**src/design/serial_line_framer_assert.svh**
```systemverilog
// Assertion macros shared by the line framer RTL.
`ifndef SERIAL_LINE_FRAMER_ASSERT_SVH
`define SERIAL_LINE_FRAMER_ASSERT_SVH

// Check that a condition implies a consequence in the same cycle.
`define SLF_ASSERT_NOW(label, clk, rst_n, ante, cons) \
	label: assert property (@(posedge clk) disable iff (!rst_n) (ante) |-> (cons)) \
		else $error("serial_line_framer: same-cycle check failed");

// Check that a condition implies a consequence in the following cycle.
`define SLF_ASSERT_NEXT(label, clk, rst_n, ante, cons) \
	label: assert property (@(posedge clk) disable iff (!rst_n) (ante) |=> (cons)) \
		else $error("serial_line_framer: next-cycle check failed");

`endif

```
**src/design/slf_pkg.sv**
```systemverilog
// Types and constants of the serial line framer.
package slf_pkg;

	// Request kinds
	localparam logic OP_BYTE = 1'b0;
	localparam logic OP_TICK = 1'b1;

	// Line terminators
	localparam logic [7:0] CH_LF = 8'h0A;
	localparam logic [7:0] CH_CR = 8'h0D;

	// Idle timeout after reset
	localparam logic [15:0] TIMEOUT_RESET = 16'd100;

	// Terminator that is holding the current line
	typedef enum logic [1:0] {
		PEND_NONE,
		PEND_CR,
		PEND_LF
	} pend_t;

	typedef struct packed {
		logic       op;
		logic [7:0] rx_byte;
	} in_t;

	typedef struct packed {
		logic [7:0] out_byte;
		logic       line_binary;
		logic       last;
	} out_t;

endpackage

```
**src/design/slf_line_mem.sv**
```systemverilog
// Line store: one write port, one read port with registered read data.
module slf_line_mem #(
	parameter int DEPTH = 64,
	parameter int IDX_W = $clog2(DEPTH)
) (
	input  logic             clk,
	input  logic             we,
	input  logic [IDX_W-1:0] waddr,
	input  logic [7:0]       wdata,
	input  logic             re,
	input  logic [IDX_W-1:0] raddr,
	output logic [7:0]       rdata
);

	logic [7:0] mem_q [DEPTH];
	logic [7:0] data_s1;

	// Write one byte
	always_ff @(posedge clk) begin
		if (we) begin
			mem_q[waddr] <= wdata;
		end
	end

	// Read one byte, hold the result while no read is issued
	always_ff @(posedge clk) begin
		if (re) begin
			data_s1 <= mem_q[raddr];
		end
	end

	assign rdata = data_s1;

endmodule

```
**src/design/serial_line_framer.sv**
```systemverilog
// Top level of the serial line framer: sequencer, drain pipeline and output register.
//
// Requests are bytes or millisecond ticks. A request that only stores a byte or
// counts a tick does not stall the input. A request that flushes a line occupies
// the block while the drain sequencer steps through the single read port of the
// line store, one entry per cycle while the output does not stall; output stall
// holds the drain. A byte that follows a held line and starts a new one is written
// after the drain. in_stall is high while a drain or the write of such a byte is in
// progress. Results stream out one byte at a time on the output channel, each with
// the line's binary flag, the final byte marked with last. The idle timeout is
// written through cfg_we/cfg_wdata; the user must write it only while the block is
// idle, which the block itself does not enforce.
module serial_line_framer import slf_pkg::*; #(
	parameter int BUFFER_DEPTH = 64
) (
	input  logic        clk,
	input  logic        arst_n,
	input  logic        in_valid,
	output logic        in_stall,
	input  in_t         in_data,
	output logic        out_valid,
	input  logic        out_stall,
	output out_t        out_data,
	input  logic        cfg_we,
	input  logic [15:0] cfg_wdata
);

	localparam int IDX_W = $clog2(BUFFER_DEPTH);
	localparam int CNT_W = $clog2(BUFFER_DEPTH + 1);

	typedef enum logic [1:0] {
		ST_IDLE,
		ST_DRAIN,
		ST_APPEND
	} state_t;

	state_t           state_q;
	logic [CNT_W-1:0] fill_q;
	logic             bin_q;
	logic [15:0]      idle_q;
	pend_t            pend_q;
	logic [15:0]      timeout_q;
	logic [CNT_W-1:0] rd_idx_q;
	logic [CNT_W-1:0] len_q;
	logic             len_bin_q;
	logic             defer_q;
	logic [7:0]       held_byte_q;
	logic             rd_valid_s1;
	logic             rd_last_s1;
	logic             rd_bin_s1;
	logic             out_valid_q;
	out_t             out_q;

	logic             accept;
	logic             is_byte;
	logic [7:0]       rx;
	logic             is_term;
	logic             partner;
	logic             room;
	logic [CNT_W-1:0] fill_inc;
	logic             full_next;
	logic             start_drain;
	logic             start_defer;
	logic [CNT_W-1:0] start_len;
	logic             start_bin;
	logic             mem_we;
	logic [IDX_W-1:0] mem_waddr;
	logic [7:0]       mem_wdata;
	logic             rd_en;
	logic             rd_last;
	logic             s1_move;
	logic [7:0]       rd_data;
	logic             held_term;

	assign accept    = in_valid && (state_q == ST_IDLE);
	assign in_stall  = (state_q != ST_IDLE);
	assign is_byte   = (in_data.op == OP_BYTE);
	assign rx        = in_data.rx_byte;
	assign is_term   = (rx == CH_CR) || (rx == CH_LF);
	assign partner   = ((pend_q == PEND_CR) && (rx == CH_LF)) ||
	                   ((pend_q == PEND_LF) && (rx == CH_CR));
	assign room      = (fill_q < CNT_W'(BUFFER_DEPTH));
	assign fill_inc  = fill_q + CNT_W'(1);
	assign full_next = (fill_inc == CNT_W'(BUFFER_DEPTH));
	assign held_term = (held_byte_q == CH_CR) || (held_byte_q == CH_LF);

	// Decide whether this request flushes a line, and which line
	always_comb begin
		start_drain = 1'b0;
		start_defer = 1'b0;
		start_len   = fill_q;
		start_bin   = bin_q;
		if (accept) begin
			if (!is_byte) begin
				if (pend_q != PEND_NONE) begin
					start_drain = 1'b1;
				end else if ((fill_q != '0) && (idle_q == '0)) begin
					start_drain = 1'b1;
				end
			end else if ((pend_q != PEND_NONE) && partner && room) begin
				start_drain = 1'b1;
				start_len   = fill_inc;
				start_bin   = bin_q | rx[7];
			end else if (pend_q != PEND_NONE) begin
				start_drain = 1'b1;
				start_defer = 1'b1;
			end else if (full_next) begin
				start_drain = 1'b1;
				start_len   = fill_inc;
				start_bin   = bin_q | rx[7];
			end
		end
	end

	// Store bytes: at the fill position on request, at the line start after a drain
	always_comb begin
		mem_we    = 1'b0;
		mem_waddr = fill_q[IDX_W-1:0];
		mem_wdata = rx;
		if (state_q == ST_APPEND) begin
			mem_we    = 1'b1;
			mem_waddr = '0;
			mem_wdata = held_byte_q;
		end else if (accept && is_byte && room && !start_defer) begin
			mem_we = 1'b1;
		end
	end

	// Issue a read during a drain whenever the read stage can take it
	assign s1_move = rd_valid_s1 && (!out_valid_q || !out_stall);
	assign rd_en   = (state_q == ST_DRAIN) && (!rd_valid_s1 || s1_move);
	assign rd_last = ((rd_idx_q + CNT_W'(1)) == len_q);

	slf_line_mem #(
		.DEPTH (BUFFER_DEPTH),
		.IDX_W (IDX_W)
	) u_mem (
		.clk   (clk),
		.we    (mem_we),
		.waddr (mem_waddr),
		.wdata (mem_wdata),
		.re    (rd_en),
		.raddr (rd_idx_q[IDX_W-1:0]),
		.rdata (rd_data)
	);

	// Sequencer state, line state and valid flags
	always_ff @(posedge clk or negedge arst_n) begin
		if (!arst_n) begin
			state_q     <= ST_IDLE;
			fill_q      <= '0;
			bin_q       <= 1'b0;
			idle_q      <= '0;
			pend_q      <= PEND_NONE;
			timeout_q   <= TIMEOUT_RESET;
			rd_idx_q    <= '0;
			len_q       <= '0;
			len_bin_q   <= 1'b0;
			defer_q     <= 1'b0;
			rd_valid_s1 <= 1'b0;
			out_valid_q <= 1'b0;
		end else begin
			if (cfg_we) begin
				timeout_q <= cfg_wdata;
			end

			case (state_q)
				ST_IDLE: begin
					if (start_drain) begin
						state_q   <= ST_DRAIN;
						rd_idx_q  <= '0;
						len_q     <= start_len;
						len_bin_q <= start_bin;
						defer_q   <= start_defer;
						fill_q    <= '0;
						bin_q     <= 1'b0;
						pend_q    <= PEND_NONE;
						if (is_byte && !start_defer) begin
							idle_q <= timeout_q;
						end
					end else if (accept && !is_byte) begin
						// count down the idle time of a partial line
						if (fill_q != '0) begin
							idle_q <= idle_q - 16'd1;
						end
					end else if (accept) begin
						fill_q <= fill_inc;
						bin_q  <= bin_q | rx[7];
						idle_q <= timeout_q;
						if (is_term) begin
							pend_q <= (rx == CH_CR) ? PEND_CR : PEND_LF;
						end
					end
				end
				ST_DRAIN: begin
					if (rd_en) begin
						rd_idx_q <= rd_idx_q + CNT_W'(1);
						if (rd_last) begin
							state_q <= defer_q ? ST_APPEND : ST_IDLE;
						end
					end
				end
				ST_APPEND: begin
					// the held byte opens a new line
					fill_q  <= CNT_W'(1);
					bin_q   <= held_byte_q[7];
					idle_q  <= timeout_q;
					if (held_term) begin
						pend_q <= (held_byte_q == CH_CR) ? PEND_CR : PEND_LF;
					end
					state_q <= ST_IDLE;
				end
				default: begin
					state_q <= ST_IDLE;
				end
			endcase

			// advance the read stage
			if (rd_en) begin
				rd_valid_s1 <= 1'b1;
			end else if (s1_move) begin
				rd_valid_s1 <= 1'b0;
			end

			// advance the output register
			if (s1_move) begin
				out_valid_q <= 1'b1;
			end else if (out_valid_q && !out_stall) begin
				out_valid_q <= 1'b0;
			end
		end
	end

	// Payload registers: held byte, read stage sideband, output
	always_ff @(posedge clk) begin
		if (start_defer) begin
			held_byte_q <= rx;
		end
		if (rd_en) begin
			rd_last_s1 <= rd_last;
			rd_bin_s1  <= len_bin_q;
		end
		if (s1_move) begin
			out_q.out_byte    <= rd_data;
			out_q.line_binary <= rd_bin_s1;
			out_q.last        <= rd_last_s1;
		end
	end

	assign out_valid = out_valid_q;
	assign out_data  = out_q;

	`include "serial_line_framer_assert.svh"

	`SLF_ASSERT_NOW(a_fill_bound, clk, arst_n, 1'b1, fill_q < CNT_W'(BUFFER_DEPTH))
	`SLF_ASSERT_NOW(a_pend_nonempty, clk, arst_n, pend_q != PEND_NONE, fill_q != '0)
	`SLF_ASSERT_NOW(a_drain_in_line, clk, arst_n, state_q == ST_DRAIN, rd_idx_q < len_q)
	`SLF_ASSERT_NEXT(a_drain_empties, clk, arst_n, accept && start_drain, fill_q == '0)

endmodule
```
**config.mk**
```make
export PLATFORM = sky130hd
export DESIGN_NAME = serial_line_framer
export DESIGN_NICKNAME = d
export VERILOG_FILES = /design/src/design/slf_pkg.sv /design/src/design/slf_line_mem.sv /design/src/design/serial_line_framer.sv
export VERILOG_INCLUDE_DIRS = /design/src /design/src/design
export SDC_FILE = /design/constraint.sdc
export NUM_CORES = 1
export LEC_CHECK = 0
export ABC_AREA = 1
export BUFFER_PORTS_ARGS = -buffer_cell sky130_fd_sc_hd__buf_2
export CORE_ASPECT_RATIO = 1.25
export CORE_UTILIZATION = 55
export DETAILED_ROUTE_END_ITERATION = 12
export GPL_TIMING_DRIVEN = 0
export PLACE_DENSITY = 0.72
export REMOVE_ABC_BUFFERS = 1
export SYNTH_ARGS = -nofsm -noshare
export SYNTH_HDL_FRONTEND = slang
export SYNTH_SLANG_ARGS = --single-unit
```
**constraint.sdc**
```tcl
create_clock -name clk -period 6.8 [get_ports clk]
set_input_delay 1.02 -clock clk [delete_from_list [all_inputs] [get_ports clk]]
set_output_delay 1.02 -clock clk [all_outputs]
set_load 0.02 [all_outputs]
```
Word-level counts from Yosys, hierarchy flattened
Memories as Yosys holds them, arrays and structs flattened. A register that Yosys moved wholly into a read port is not among the register bits.
Index checks and enable logic that the tools add are counted.
{"block": "word_totals", "n_memories": 1, "mem_bits_rw": 512, "in_bits": 30, "register_bits": 82}
{"memory": "u_mem.mem_q", "depth": 64, "width": 8, "rd": 1, "rd_clocked_by_memory_dff": 1, "wr": 1, "line": "slf_line_mem.sv:15", "source": "logic [7:0] mem_q [DEPTH];"}
{"block": "classes", "n_reduce_logical": 38, "n_addsub": 3, "n_mux": 61, "order_cmp": 1, "n_eq_ne": 20, "bitwise": 2}
{"op": "2-to-1 mux 16 bit", "n": 5}
{"op": "2-to-1 mux 7 bit", "n": 10}
{"op": "== test 8 x 4 -> 1 bit, second input constant", "n": 4}
{"op": "case mux 16 bit (2 select lines)", "n": 1}
{"op": "case mux 7 bit (2 select lines)", "n": 2}
{"op": "2-to-1 mux 1 bit", "n": 27}
{"op": "2-to-1 mux 2 bit", "n": 11}
{"op": "logical NOT 16 bit", "n": 1}
{"op": "subtractor 16 x 1 -> 16 bit, second input constant", "n": 1}
{"op": "adder 7 x 1 -> 7 bit, second input constant", "n": 2}
{"op": "logical AND 1 bit", "n": 14}
{"op": "nonzero test 2 bit", "n": 6}
{"op": "inequality test 3 bit, second input constant", "n": 3}
{"op": "AND reduction 3 bit", "n": 3}
{"op": "2-to-1 mux 8 bit", "n": 1}
{"op": "inequality test 2 bit, second input constant", "n": 4}
{"op": "case mux 2 bit (2 select lines)", "n": 2}
{"op": "== test 7 bit", "n": 1}
{"op": "== test 7 bit, second input constant", "n": 1}
{"op": "< comparator 7 bit, second input constant", "n": 1}
{"op": "nonzero test 7 bit", "n": 1}
{"op": "2-to-1 mux 6 bit", "n": 1}
{"op": "logical OR 1 bit", "n": 5}
{"op": "AND reduction 5 bit", "n": 1}
{"op": "12 further kinds", "n": 17}

Logic depth before layout (Yosys ltp)
{"block": "depth", "word_depth": 14, "mapped_depth": 16, "mapped_depth_nobuf": 15}

Hierarchy
Synthesis repeated with hierarchy kept, for this count alone.
{"block": "hier_totals", "hier_cells": 2386, "area_unflattened_um2": 26071.3}
{"module": "slf_line_mem", "cells_per_inst": 1805, "area_per_inst_um2": 21419.3, "instances": 1}
{"module": "serial_line_framer", "cells_per_inst": 581, "area_per_inst_um2": 4652.0, "instances": 1}

Worst setup path before layout
No wires, ideal clock.
{"block": "synth_path", "path_type": "input -> register", "startpoint": "in in_data[4] (netlist bit)", "endpoint": "mem u_mem.mem_q[0][4], data pin", "cell_stages": 2, "path_buffers": 0, "t_arrival_ns": 3.619, "t_required_ns": 6.098, "slack_ns": 2.479, "setup_time_ns": 0.702, "path_cell_list": "clkinv_1 > o21ai_0"}
{"block": "synth_via", "elab_chain_len": 1}
{"element": "from (decl)", "line": "serial_line_framer.sv:20", "source": "input in_t in_data,"}
{"element": "2-to-1 mux 8 bit", "line": "serial_line_framer.sv:120", "source": "if (state_q == ST_APPEND) begin"}
{"element": "named net mem_wdata[4]", "line": "serial_line_framer.sv:68", "source": "logic [7:0] mem_wdata;"}
{"element": "to (decl)", "line": "slf_line_mem.sv:15"}
The timed path passes the listed nets, and every way through them passes these cells.

Final worst setup path
{"block": "layout_path", "startpoint": "reg state_q[1]", "endpoint": "mem u_mem.mem_q[4][3], enable pin"}
{"block": "layout_via", "elab_chain_len": 9, "elab_cells_between_ends": 13}
{"element": "from (decl)", "line": "serial_line_framer.sv:37", "source": "state_t state_q;"}
{"element": "from (signal assigned)", "line": "serial_line_framer.sv:199", "source": "state_q <= defer_q ? ST_APPEND : ST_IDLE;"}
{"element": "logical NOT 2 bit", "line": "serial_line_framer.sv:75", "source": "assign accept = in_valid && (state_q == ST_IDLE);"}
{"element": "logical AND 1 bit", "line": "serial_line_framer.sv:75"}
{"element": "2-to-1 mux 1 bit / logical AND 1 bit (equally long branches)", "line": "serial_line_framer.sv:93, serial_line_framer.sv:124"}
{"element": "logical NOT 1 bit / logical AND 1 bit (equally long branches)", "line": "serial_line_framer.sv:124", "source": "end else if (accept && is_byte && room && !start_defer) begin"}
{"element": "logical AND 1 bit", "line": "serial_line_framer.sv:124"}
{"element": "2-to-1 mux 1 bit", "line": "serial_line_framer.sv:124"}
{"element": "2-to-1 mux 1 bit", "line": "serial_line_framer.sv:120"}
{"element": "2-to-1 mux 1 bit", "line": "slf_line_mem.sv:20", "source": "if (we) begin"}
{"element": "2-to-1 mux 1 bit (implied by the code)", "line": "slf_line_mem.sv:21", "source": "mem_q[waddr] <= wdata;"}
Several ways; a longest one is shown, not always the timed one.

==> impl_metrics.json <==
{
  "cpPeakStageDelay_ps": 850,
  "synth_ff_type": "edfxtp_1",
  "grt_pass1_vias": 16530,
  "hold_slack_ps": 425.8,
  "synth_cell_types": 39,
  "nNetsFinal": 2362,
  "fin_skew_ps": 27.57,
  "vdd_drop_max_mv": 0.2708,
  "cellLeakagePower_nw": 10.84,
  "arrival_ps": 3950,
  "clkTransAtPathRegs_ps": 70,
  "status": "completed",
  "timing.rr.end": "u_mem.mem_q[4][3]",
  "area_growth_pct": 11.12,
  "place_area_um2": 27120,
  "cp_num_buf_inv": 2,
  "hold_class": "reg -> reg",
  "crit_family": "simple AND/OR/NAND/NOR gates",
  "grt_pass1_wl_mm": 91.00,
  "crit_chain": "inv_1 > nor2_4 > inv_1 > nand2_2 > nand2_1 > nor2_1",
  "rsz0062_at_grt": "no",
  "final_area_um2": 28870,
  "dr.pass1.iters": 5,
  "antenna_left": 0,
  "synth_edf_count": 540,
  "cp-end-kind": "flip-flop",
  "ys_warn_count": 0,
  "layout-drive-gt1-share_pct": 8.224,
  "period_share_pct": 54.79,
  "antenna_found_initial": 0,
  "timing.fmax_ghz": 0.2684,
  "drv_slew": 0,
  "core-area_um2": 46350,
  "cp_num_cells": 6,
  "hp-start": "u_mem.rdata[2]",
  "cts_tree": "built",
  "cpMostUsedCell": "inv_1",
  "synth_area_leaders": "edfxtp_1, dfrtp_1, nand3_1, nand2_1, inv_1",
  "dp_hpwl_mm": 36.77,
  "start_util_pct": 56.04,
  "drt_wl_total_mm": 58.22,
  "timing.rr.start": "state_q[1]",
  "final-hold-violation-count": 0,
  "io_pins": 42,
  "synthCells": 2333,
  "cts_buffer_depth": 3,
  "r2r_slack_ps": 3070,
  "seq_area_frac_synth_pct": 68.41,
  "synth_top_area_share_pct": 62.42,
  "num_rows": 88,
  "finalSetupViolations": 0,
  "root_buffer": "clkbuf_16",
  "layout_common_cells": "edfxtp_1, nand2_1, inv_1",
  "cts.sinks": 602,
  "clk-insertion-delay-late_ps": 610,
  "postLayoutCoreUtil_pct": 62.27,
  "grt_max_degree": 112,
  "worst_path_max_delay_cell": "nor2_1",
  "die_y_um": 245.0,
  "drc_errors": 0,
  "reg2reg_depth": 6,
  "critical_path.startpoint": "state_q[1]",
  "wire_per_inst_um": 19.40,
  "avgSynthCellArea_um2": 11.13,
  "post_cts_buffers": 0,
  "power_density_nw_per_um2": 376.3,
  "worstPathMaxFanout": 24,
  "cts_resized": 0,
  "cts_hold_buf": 0,
  "post-place-cells": 2899,
  "max_slew.worst_pin.slew_ps": 1332,
  "via_per_inst": 5.674,
  "cap_violations": 0,
  "fin_cells": 3001,
  "diodes": 0,
  "start_kind": "flip-flop",
  "ys_async_sr_fraction_pct": 10.30,
  "globalRoute.totalOverflow": 0,
  "drt-initial-drc-count": 1809,
  "io_buffers": 41,
  "path_class": "reg -> reg",
  "dieArea_um2": 48110,
  "min_period_ps": 3725,
  "endpoint": "u_mem.mem_q[4][3]",
  "numCtsBuffers": 55,
  "die_w_um": 196.4,
  "routabilityCongestion": 0.9060,
  "mostFrequentLayoutCell": "edfxtp_1",
  "vias": 17030,
  "grt_usage_pct": 24.76,
  "htreeDepth": 2,
  "synth_top_cell_by_area": "edfxtp_1",
  "netlist_area_um2": 25980,
  "relSlewSlack_pct": 10.67,
  "ys_seq_elements": 602,
  "critPathRequiredTime_ps": 7020
}
## synthesized netlist by cell type, types with 4 or more instances
cell,instances
dfrtp_1,59
inv_1,325
xnor2_1,7
xor2_1,13
o211ai_1,128
mux2_2,8
o21bai_1,6
buf_2,48
o22ai_1,7
a21oi_1,139
nand2_1,328
o21ai_1,5
buf_1,12
nor3_1,11
nand3_1,270
nand3_2,4
edfxtp_1,540
clkbuf_1,63
nand4_1,14
nor2_2,4
clkinv_1,5
o21ai_0,158
inv_2,8
ha_1,6
nor2_1,142
## routing by layer
metal | GRT usage, % | routed length, µm
met3 | 3.339 | 3886
met2 | 41.95 | 28700
met4 | 9.789 | 2204
met1 | 32.43 | 23420
met5 | 0 | 0
## sequential cells by signal (all words and copies together) (netlist names), 2 cells and up
signal and cells:
fill_q 7, rd_idx_q 7, held_byte_q 8, pend_q 2, u_mem.rdata 8, state_q 2
timeout_q 16, out_data 10, idle_q 16, len_q 7, u_mem.mem_q 512
## through the flow
step,power (mW),TNS (ps),setup WS (ps)
2_1_floorplan,6.935,-36360,-2554
3_3_place_gp,7.778,-632760,-5853
3_5_place_dp,7.886,0,2584
4_1_cts,10.88,0,2591
5_1_grt,11.42,0,2918
6_report,10.86,0,3075
## where the power goes
part | internal, mW | total [mW] | leakage [nW] | switching (mW)
registers | 4.28 | 4.66 | 5.61 | 0.373
logic | 1.08 | 3.20 | 4.37 | 2.12
clock network | 1.68 | 3.01 | 0.856 | 1.32
total | 7.04 | 10.9 | 10.8 | 3.82
## worst min-delay path by stage
stage | endpoint | cells after the start
after global placement | out_data[0] | 0
final | out_data[4] | 0
after global routing | out_data[4] | 0
after CTS | out_data[3] | 0
after floorplan | out_data[0] | 0
after detailed placement | out_data[2] | 0
## cell type report
type | instances | area, µm²
tap | 630 | 788.3
multi-input combinational | 1264 | 6464
inverter | 338 | 1269
fill | 3540 | 17490
clock inverter | 36 | 319.1
sequential | 602 | 17780
timing repair buffer | 65 | 825.8
clock buffer | 66 | 1418
## kinds of logic after synthesis
logic type / Yosys count / share of synthesized area, %
flops: 602 / 68.41
compound gates: 444 / 9.883
fa+ha+maj: 6 / 0.2890
xor+xnor: 21 / 0.7610
mux: 8 / 0.3468
simple gates: 785 / 13.20
buf+inv: 467 / 7.109
No activity file was read; power rests on OpenSTA's default activity.
